## config.mk

```make
export PLATFORM = sky130hd
export DESIGN_NAME = pid_fan_duty_controller_flat
export DESIGN_NICKNAME = d
export VERILOG_FILES = /design/src/rtl/pfd_pkg.sv /design/src/rtl/pfd_temp_if.sv /design/src/rtl/pfd_duty_if.sv /design/src/rtl/pfd_err_stage.sv /design/src/rtl/pfd_pid_div.sv /design/src/rtl/pfd_duty_out.sv /design/src/rtl/pid_fan_duty_controller.sv /design/src/flat_wrapper.sv
export SDC_FILE = /design/constraint.sdc
export NUM_CORES = 2
export LEC_CHECK = 0
export ABC_AREA = 1
export BUFFER_PORTS_ARGS = -buffer_cell sky130_fd_sc_hd__buf_4
export CORE_MARGIN = 1
export CORE_UTILIZATION = 40
export CTS_CLUSTER_SIZE = 16
export DETAILED_ROUTE_END_ITERATION = 10
export SKIP_CTS_REPAIR_TIMING = 1
export SLEW_MARGIN = 40
export SYNTH_ARGS = -nofsm -noshare
export SYNTH_HDL_FRONTEND = slang
export SYNTH_SLANG_ARGS = --single-unit
```

## constraint.sdc

```tcl
create_clock -name clk -period 7.2 [get_ports clk]
set_clock_uncertainty 0.2 [all_clocks]
set_input_delay 0.36 -clock clk [delete_from_list [all_inputs] [get_ports clk]]
set_output_delay 0.36 -clock clk [all_outputs]
set_load 0.01 [all_outputs]
```

## src/rtl/pfd_pkg.sv

```systemverilog
package pfd_pkg;

    localparam logic [6:0] THR_RESET = 7'd60;
    localparam logic [6:0] DUTY_CEIL = 7'd101;
    localparam logic [6:0] PID_MAG_MAX = 7'd127;

    localparam logic signed [31:0] SUM_LIMIT = 32'sh7FFF_FFFF;

    localparam logic signed [16:0] HYST_C = 17'sd500;
    localparam logic signed [16:0] RAMP_T_LO = 17'sd5500;
    localparam logic signed [16:0] RAMP_T_HI = 17'sd8000;
    localparam logic [17:0] RAMP_OFFSET = 18'd75000;
    localparam logic [6:0] RAMP_SLOPE = 7'd71;
    localparam logic [13:0] CENTI_PER_DEG = 14'd100;

    // floor(2^26 / 625) + 1 and floor(2^40 / 625).
    localparam logic [16:0] RAMP_RECIP = 17'd107375;
    localparam logic [30:0] DIV_RECIP = 31'd1759218604;
    localparam logic [29:0] DIV_STEP = 30'd625;

    typedef enum logic [1:0] {
        BASE_OFF,
        BASE_RAMP,
        BASE_FULL,
        BASE_HOLD
    } base_sel_t;

    typedef struct packed {
        logic signed [15:0] err;
        logic signed [31:0] sum;
        logic signed [16:0] diff;
        base_sel_t          sel;
        logic [15:0]        ramp_num;
    } err_item_t;

    typedef struct packed {
        logic signed [7:0] pid;
        base_sel_t         sel;
        logic [6:0]        ramp_duty;
    } pid_item_t;

endpackage

```

## src/rtl/pfd_temp_if.sv

```systemverilog
interface pfd_temp_if;
    logic               valid;
    logic               ready;
    logic signed [14:0] temp_centideg;

    modport source (output valid, output temp_centideg, input ready);
    modport sink (input valid, input temp_centideg, output ready);
endinterface

```

## src/rtl/pfd_duty_if.sv

```systemverilog
interface pfd_duty_if;
    logic       valid;
    logic       ready;
    logic [6:0] fan_duty;

    modport source (output valid, output fan_duty, input ready);
    modport sink (input valid, input fan_duty, output ready);
endinterface

```

## src/rtl/pfd_err_stage.sv

```systemverilog
module pfd_err_stage
    import pfd_pkg::*;
(
    input  logic               clk,
    input  logic               rst_n,
    input  logic [6:0]         thr,
    input  logic               in_valid,
    output logic               in_ready,
    input  logic signed [14:0] temp,
    output logic               out_valid,
    input  logic               out_ready,
    output err_item_t          out_item
);

    logic                 valid_reg;
    err_item_t            item_reg;
    logic signed [31:0]   error_sum_reg;
    logic signed [31:0]   error_sum_next;
    logic signed [15:0]   prev_error_reg;
    logic                 accept;
    logic signed [16:0]   temp_ext;
    logic [13:0]          thr_prod;
    logic signed [16:0]   thr_c;
    logic signed [16:0]   err_wide;
    logic signed [15:0]   err;
    logic signed [32:0]   sum_wide;
    logic signed [16:0]   diff;
    logic signed [16:0]   ramp_off;
    logic [17:0]          ramp_full;
    base_sel_t            sel;

    assign in_ready  = !valid_reg || out_ready;
    assign accept    = in_valid && in_ready;
    assign out_valid = valid_reg;
    assign out_item  = item_reg;

    always_comb
    begin
        temp_ext = 17'(temp);
        thr_prod = thr * CENTI_PER_DEG;
        thr_c    = $signed({3'b000, thr_prod});
        err_wide = temp_ext - thr_c;
        err      = err_wide[15:0];
        sum_wide = 33'(error_sum_reg) + 33'(err);
        if (sum_wide > 33'(SUM_LIMIT))
        begin
            error_sum_next = SUM_LIMIT;
        end
        else if (sum_wide < -33'(SUM_LIMIT))
        begin
            error_sum_next = -SUM_LIMIT;
        end
        else
        begin
            error_sum_next = sum_wide[31:0];
        end
        diff = 17'(err) - 17'(prev_error_reg);

        if (temp_ext <= thr_c + HYST_C)
        begin
            sel = BASE_OFF;
        end
        else if (temp_ext >= RAMP_T_LO && temp_ext <= RAMP_T_HI)
        begin
            sel = BASE_RAMP;
        end
        else if (temp_ext > RAMP_T_HI)
        begin
            sel = BASE_FULL;
        end
        else
        begin
            sel = BASE_HOLD;
        end

        // The ramp numerator is 71 * (T - 5500) + 75000, reduced by four here.
        ramp_off  = temp_ext - RAMP_T_LO;
        ramp_full = 18'(ramp_off[11:0]) * 18'(RAMP_SLOPE) + RAMP_OFFSET;
    end

    always_ff @(posedge clk or negedge rst_n)
    begin
        if (!rst_n)
        begin
            valid_reg      <= 1'b0;
            error_sum_reg  <= '0;
            prev_error_reg <= '0;
        end
        else
        begin
            if (in_ready)
            begin
                valid_reg <= in_valid;
            end
            if (accept)
            begin
                error_sum_reg  <= error_sum_next;
                prev_error_reg <= err;
            end
        end
    end

    always_ff @(posedge clk)
    begin
        if (accept)
        begin
            item_reg.err      <= err;
            item_reg.sum      <= error_sum_next;
            item_reg.diff     <= diff;
            item_reg.sel      <= sel;
            item_reg.ramp_num <= ramp_full[17:2];
        end
    end

    a_sum_in_range: assert property (@(posedge clk) disable iff (!rst_n)
        error_sum_reg != 32'sh8000_0000)
        else $error("error sum left its saturation range");

    a_state_holds: assert property (@(posedge clk) disable iff (!rst_n)
        !accept |=> $stable(error_sum_reg) && $stable(prev_error_reg))
        else $error("controller state changed without a new item");

endmodule

```

## src/rtl/pfd_pid_div.sv

```systemverilog
module pfd_pid_div
    import pfd_pkg::*;
(
    input  logic      clk,
    input  logic      rst_n,
    input  logic      in_valid,
    output logic      in_ready,
    input  err_item_t in_item,
    output logic      out_valid,
    input  logic      out_ready,
    output pid_item_t out_item
);

    logic               b_valid_reg;
    logic [29:0]        b_mag_reg;
    logic               b_neg_reg;
    base_sel_t          b_sel_reg;
    logic [6:0]         b_ramp_reg;
    logic               c_valid_reg;
    logic [20:0]        c_q0_reg;
    logic [29:0]        c_mag_reg;
    logic               c_neg_reg;
    base_sel_t          c_sel_reg;
    logic [6:0]         c_ramp_reg;
    logic               d_valid_reg;
    pid_item_t          d_item_reg;

    logic               b_ready;
    logic               c_ready;
    logic               d_ready;
    logic signed [35:0] num;
    logic [35:0]        num_mag;
    logic [32:0]        ramp_prod;
    logic [60:0]        div_prod;
    logic [29:0]        q0_back;
    logic [29:0]        rem;
    logic [20:0]        quot;
    logic [6:0]         pid_mag;
    logic signed [7:0]  pid;

    assign d_ready   = !d_valid_reg || out_ready;
    assign c_ready   = !c_valid_reg || d_ready;
    assign b_ready   = !b_valid_reg || c_ready;
    assign in_ready  = b_ready;
    assign out_valid = d_valid_reg;
    assign out_item  = d_item_reg;

    always_comb
    begin
        num = 36'(in_item.err) * 36'sd100 + 36'(in_item.sum) * 36'sd3
            + 36'(in_item.diff) * 36'sd10;
        num_mag   = num[35] ? -num : num;
        ramp_prod = 33'(in_item.ramp_num) * 33'(RAMP_RECIP);

        div_prod = 61'(b_mag_reg) * 61'(DIV_RECIP);

        // The reciprocal estimate is at most one short of the true quotient.
        q0_back = 30'(c_q0_reg) * DIV_STEP;
        rem     = c_mag_reg - q0_back;
        quot    = c_q0_reg + 21'(rem >= DIV_STEP);
        pid_mag = (quot > 21'(PID_MAG_MAX)) ? PID_MAG_MAX : quot[6:0];
        pid     = c_neg_reg ? -$signed({1'b0, pid_mag}) : $signed({1'b0, pid_mag});
    end

    always_ff @(posedge clk or negedge rst_n)
    begin
        if (!rst_n)
        begin
            b_valid_reg <= 1'b0;
            c_valid_reg <= 1'b0;
            d_valid_reg <= 1'b0;
        end
        else
        begin
            if (b_ready)
            begin
                b_valid_reg <= in_valid;
            end
            if (c_ready)
            begin
                c_valid_reg <= b_valid_reg;
            end
            if (d_ready)
            begin
                d_valid_reg <= c_valid_reg;
            end
        end
    end

    always_ff @(posedge clk)
    begin
        if (b_ready && in_valid)
        begin
            b_mag_reg  <= num_mag[33:4];
            b_neg_reg  <= num[35];
            b_sel_reg  <= in_item.sel;
            b_ramp_reg <= ramp_prod[32:26];
        end
        if (c_ready && b_valid_reg)
        begin
            c_q0_reg   <= div_prod[60:40];
            c_mag_reg  <= b_mag_reg;
            c_neg_reg  <= b_neg_reg;
            c_sel_reg  <= b_sel_reg;
            c_ramp_reg <= b_ramp_reg;
        end
        if (d_ready && c_valid_reg)
        begin
            d_item_reg.pid       <= pid;
            d_item_reg.sel       <= c_sel_reg;
            d_item_reg.ramp_duty <= c_ramp_reg;
        end
    end

    a_rem_bound: assert property (@(posedge clk) disable iff (!rst_n)
        c_valid_reg |-> rem < 30'd1250)
        else $error("reciprocal quotient estimate is off by more than one");

endmodule

```

## src/rtl/pfd_duty_out.sv

```systemverilog
module pfd_duty_out
    import pfd_pkg::*;
(
    input  logic      clk,
    input  logic      rst_n,
    input  logic      in_valid,
    output logic      in_ready,
    input  pid_item_t in_item,
    output logic      out_valid,
    input  logic      out_ready,
    output logic [6:0] fan_duty
);

    logic              valid_reg;
    logic [6:0]        duty_reg;
    logic [6:0]        duty_next;
    logic [6:0]        base;
    logic signed [8:0] total;
    logic              accept;

    assign in_ready  = !valid_reg || out_ready;
    assign accept    = in_valid && in_ready;
    assign out_valid = valid_reg;
    assign fan_duty  = duty_reg;

    always_comb
    begin
        case (in_item.sel)
            BASE_OFF:  base = 7'd0;
            BASE_RAMP: base = in_item.ramp_duty;
            BASE_FULL: base = DUTY_CEIL;
            BASE_HOLD: base = duty_reg;
            default:   base = duty_reg;
        endcase
        total = $signed({2'b00, base}) + 9'(in_item.pid);
        if (total < 9'sd0)
        begin
            duty_next = 7'd0;
        end
        else if (total > $signed({2'b00, DUTY_CEIL}))
        begin
            duty_next = DUTY_CEIL;
        end
        else
        begin
            duty_next = total[6:0];
        end
    end

    always_ff @(posedge clk or negedge rst_n)
    begin
        if (!rst_n)
        begin
            valid_reg <= 1'b0;
            duty_reg  <= '0;
        end
        else
        begin
            if (in_ready)
            begin
                valid_reg <= in_valid;
            end
            if (accept)
            begin
                duty_reg <= duty_next;
            end
        end
    end

    a_duty_range: assert property (@(posedge clk) disable iff (!rst_n)
        duty_reg <= DUTY_CEIL)
        else $error("fan duty above its maximum");

endmodule

```

## src/rtl/pid_fan_duty_controller.sv

```systemverilog
// Channel  Dir  Payload                    Handshake
// sample   in   temp_centideg, s15         valid / ready
// duty     out  fan_duty, u7               valid / ready
// cfg      in   cfg_wdata, u7 (threshold)  cfg_we, no wait
//
// The duty for an item passes the error-stage register, the divider's b, c and d registers and the duty register.
// One item is accepted every cycle while no stall on the duty side holds the pipeline.
// The error integral updates at acceptance; the previous duty feeds the last stage.
// A stall on the duty side fills the pipeline before sample ready falls.
// Reset clears the error integral, the last error and the last duty, and sets the threshold to 60.
module pid_fan_duty_controller
    import pfd_pkg::*;
(
    input  logic             clk,
    input  logic             rst_n,
    pfd_temp_if.sink         sample,
    pfd_duty_if.source       duty,
    input  logic             cfg_we,
    input  logic [6:0]       cfg_wdata
);

    logic [6:0] thr_reg;
    logic       err_valid;
    logic       err_ready;
    err_item_t  err_item;
    logic       pid_valid;
    logic       pid_ready;
    pid_item_t  pid_item;

    always_ff @(posedge clk or negedge rst_n)
    begin
        if (!rst_n)
        begin
            thr_reg <= THR_RESET;
        end
        else if (cfg_we)
        begin
            thr_reg <= cfg_wdata;
        end
    end

    pfd_err_stage u_err (
        .clk       (clk),
        .rst_n     (rst_n),
        .thr       (thr_reg),
        .in_valid  (sample.valid),
        .in_ready  (sample.ready),
        .temp      (sample.temp_centideg),
        .out_valid (err_valid),
        .out_ready (err_ready),
        .out_item  (err_item)
    );

    pfd_pid_div u_div (
        .clk       (clk),
        .rst_n     (rst_n),
        .in_valid  (err_valid),
        .in_ready  (err_ready),
        .in_item   (err_item),
        .out_valid (pid_valid),
        .out_ready (pid_ready),
        .out_item  (pid_item)
    );

    pfd_duty_out u_out (
        .clk       (clk),
        .rst_n     (rst_n),
        .in_valid  (pid_valid),
        .in_ready  (pid_ready),
        .in_item   (pid_item),
        .out_valid (duty.valid),
        .out_ready (duty.ready),
        .fan_duty  (duty.fan_duty)
    );

endmodule

```

## src/flat_wrapper.sv

```systemverilog
// flat-port wrapper written by rule: the top's interface ports become plain ports
module pid_fan_duty_controller_flat import pfd_pkg::*;
  (clk, rst_n, cfg_we, cfg_wdata, sample_valid, sample_temp_centideg, sample_ready, duty_valid, duty_fan_duty, duty_ready);
  pfd_temp_if sample_i ();
  pfd_duty_if duty_i ();
  input  logic clk;
  input  logic rst_n;
  input  logic cfg_we;
  input  logic [6:0] cfg_wdata;
  input wire logic [$bits(sample_i.valid)-1:0] sample_valid;
  input wire logic [$bits(sample_i.temp_centideg)-1:0] sample_temp_centideg;
  output wire logic [$bits(sample_i.ready)-1:0] sample_ready;
  output wire logic [$bits(duty_i.valid)-1:0] duty_valid;
  output wire logic [$bits(duty_i.fan_duty)-1:0] duty_fan_duty;
  input wire logic [$bits(duty_i.ready)-1:0] duty_ready;
  assign sample_i.valid = sample_valid;
  assign sample_i.temp_centideg = sample_temp_centideg;
  assign sample_ready = sample_i.ready;
  assign duty_valid = duty_i.valid;
  assign duty_fan_duty = duty_i.fan_duty;
  assign duty_i.ready = duty_ready;
  pid_fan_duty_controller u_core (.clk(clk), .rst_n(rst_n), .sample(sample_i), .duty(duty_i), .cfg_we(cfg_we), .cfg_wdata(cfg_wdata));
endmodule
```

==> flow_summary.toml <==
[run_status]
outcome = "finished, violations left"
violations = "negative hold slack, negative setup slack"

[routing]
firstDrtPassIters = 6
totalWireLength_mm = 135
vias_per_cell = 4.82
wl_per_cell_um = 17.0
drt-initial-drc-count = 1680
drc_errors = 0
via_count = 38300
ant_nets = 0

[layout]
largest_reg_flops = 83
num-fill-cells = 12000
drive_above_1_share_pct = 12.0
layout_common_cells = "1551 x inv_1, 884 x nand2_1, 847 x ha_1, 671 x fa_1, 375 x buf_4"
fin_nets = 7866
area_growth_pct = 16.2
final_common_cell = "inv_1"

[yosys]
syn-num-nets = 7422
synth_enable_flop_cells = 201
synthFlopType = "edfxtp_1"
async_reset_ff_share_pct = 25.0
yosysSeqAreaShare_pct = 15.3
yosys.area.top_type_share_pct = 26.9
ys_ff_latch = 268
syn_area_mm2 = 0.0504
ys_warn_count = 0
synthCells = 5824
synth_cell_type_count = 64
synth_area_leaders = "fa_1 27%, ha_1 22%, edfxtp_1 12%, inv_1 12%, nand2_1 6.9%"
syn_avg_cell_area_um2 = 8.65
post-synth-top-area-cell = "fa_1"

[worst_setup_path]
r2r_cells = 46
start_kind = "register"
slowest_delay_ns = 0.53
r2r_start = "u_core.u_div.c_q0_reg[7]"
crit_arrival_ns = 7.50
crit_type = "register to register"
r2r-end = "u_core.u_div.out_item[13]"
critPathMaxFanout = 3
critPathCaptureType = "register"
crit_path_end = "u_core.u_div.out_item[13]"
cp_slowest_cell = "fa_1"
cp-startpoint = "u_core.u_div.c_q0_reg[7]"
required_ns = 7.37
rrSetupSlack_ns = -0.13

[placed_design]
gp_congestion = 0.917
place.detailed.hpwl_mm = 116
pre_cts_slack_ns = -0.468
port_buffers = 35

[clocking]
cts_sinks = 268
clockRootBuffer = "clkbuf_16"
cts_tree = "built"
cts_buffers = 36
cts-htree-levels = 2
clk_latency_ns = 0.63
clkSlewWorstSetupHoldPaths_ns = 0.06
clock_tree.buffer_depth = 3

[sta]
period_needed_ns = 7.33
slew_violations = 0
final-hold-violation-count = 9
finalSetupViolations = 4
worst-slew-pin-transition_ns = 0.841
hold_ws_ns = -0.0102
max-slew-margin-rel_pct = 43.5
rsz0062_at_grt = "yes"
max_freq_ghz = 0.136
post-route-period-util_pct = 102
timing.final.ws_setup_ns = -0.128

[floorplan]
initial_core_util_pct = 40.5
coreArea_mm2 = 0.124
io_pins = 36
die_height_um = 357
die_w_um = 357
rows = 129
die_area_mm2 = 0.127

[min_path]
hold_class = "input port to async pin"

[grt]
antenna_found_initial = 2
grt_max_degree = 73
grt_pass1_wl_mm = 214
grt-ovfl-total = 0
grt_pass1_vias = 40300
track_usage_pct = 21.6

[run]
max_cap_viol_count = 0
## kinds of logic after synthesis
logic type / share of synthesized area (%)
AO/OA/AOI/OAI: 6.24
XOR/XNOR: 4.13
adder cells (fa/ha/maj): 49.1
buffers and inverters: 12.0
flip-flops: 15.3
multiplexers: 0.0447
AND/OR/NAND/NOR: 13.1
## worst min-delay path by stage
stage | start | endpoint
2_1_floorplan | rst_n | u_core.thr_reg[0]
4_1_cts | rst_n | u_core.u_err.error_sum_reg[28]
6_report | rst_n | u_core.u_err.error_sum_reg[28]
3_5_place_dp | rst_n | u_core.u_err.error_sum_reg[30]
5_1_grt | sample_temp_centideg[14] | u_core.u_err.out_item[16]
3_3_place_gp | rst_n | u_core.u_err.error_sum_reg[31]
## worst max-delay path, delay by kind of cell, from the launching register on
kind,cells,cell delay (ns)
buffers and inverters,8,0.53
and+or+nand+nor,26,2.51
DFF,1,0.42
adders and majority gates,9,3.05
xor gates and xnor gates,3,0.39
## final cells by class
class | count | area [µm²] | area share [%]
Clock inverter | 25 | 400 | 0.684
Inverter | 1575 | 5910 | 10.1
Timing Repair inverter | 1 | 7.51 | 0.0128
Clock buffer | 41 | 983 | 1.68
Tap cell | 1637 | 2050 | 3.50
Antenna cell | 2 | 5.00 | 0.00856
Sequential cell | 268 | 7720 | 13.2
Timing Repair Buffer | 430 | 3610 | 6.17
Multi-Input combinational cell | 3956 | 37800 | 64.6
## synthesized netlist by cell type, drive strengths merged (18+ instances only)
| library cell | count |
|---|---|
| o21ai | 163 |
| inv | 1574 |
| ha | 894 |
| xnor2 | 65 |
| a21o | 24 |
| nor2 | 337 |
| edfxtp | 201 |
| a21oi | 260 |
| xor2 | 171 |
| nor3 | 45 |
| dfrtp | 63 |
| nand4 | 51 |
| nand3 | 159 |
| a31oi | 28 |
| fa | 677 |
| o21bai | 18 |
| nand2 | 948 |
## metal layers
| metal | track usage, % | part of all wire (%) | vias up |
|---|---|---|---|
| li1 | - | - | 19000 |
| met1 | 26.5 | 43 | 18500 |
| met2 | 38.2 | 49 | 598 |
| met3 | 1.96 | 2.7 | 200 |
| met4 | 10.2 | 5.7 | 0 |
| met5 | 0 | 0 | - |
## stage by stage
| step | hold slack (ns) | util (%) | std cells | area [µm²] | setup TNS, ns |
|---|---|---|---|---|---|
| floorplan | -0.136 | - | 5824 | 50400 | 0 |
| global placement | 0.0404 | 44.5 | 7799 | 55300 | -2.85 |
| detailed placement | 0.0378 | 44.5 | 7799 | 55300 | -3.11 |
| CTS | -0.620 | 45.6 | 7865 | 56600 | -4.53 |
| global route | 0.00147 | 47.1 | 7933 | 58500 | -4.04 |
| finish | -0.0102 | 47.1 | 7935 | 58500 | -0.366 |
Power is not shown: default switching activity piles up to over one toggle a cycle in this logic, so the estimate is an artifact.
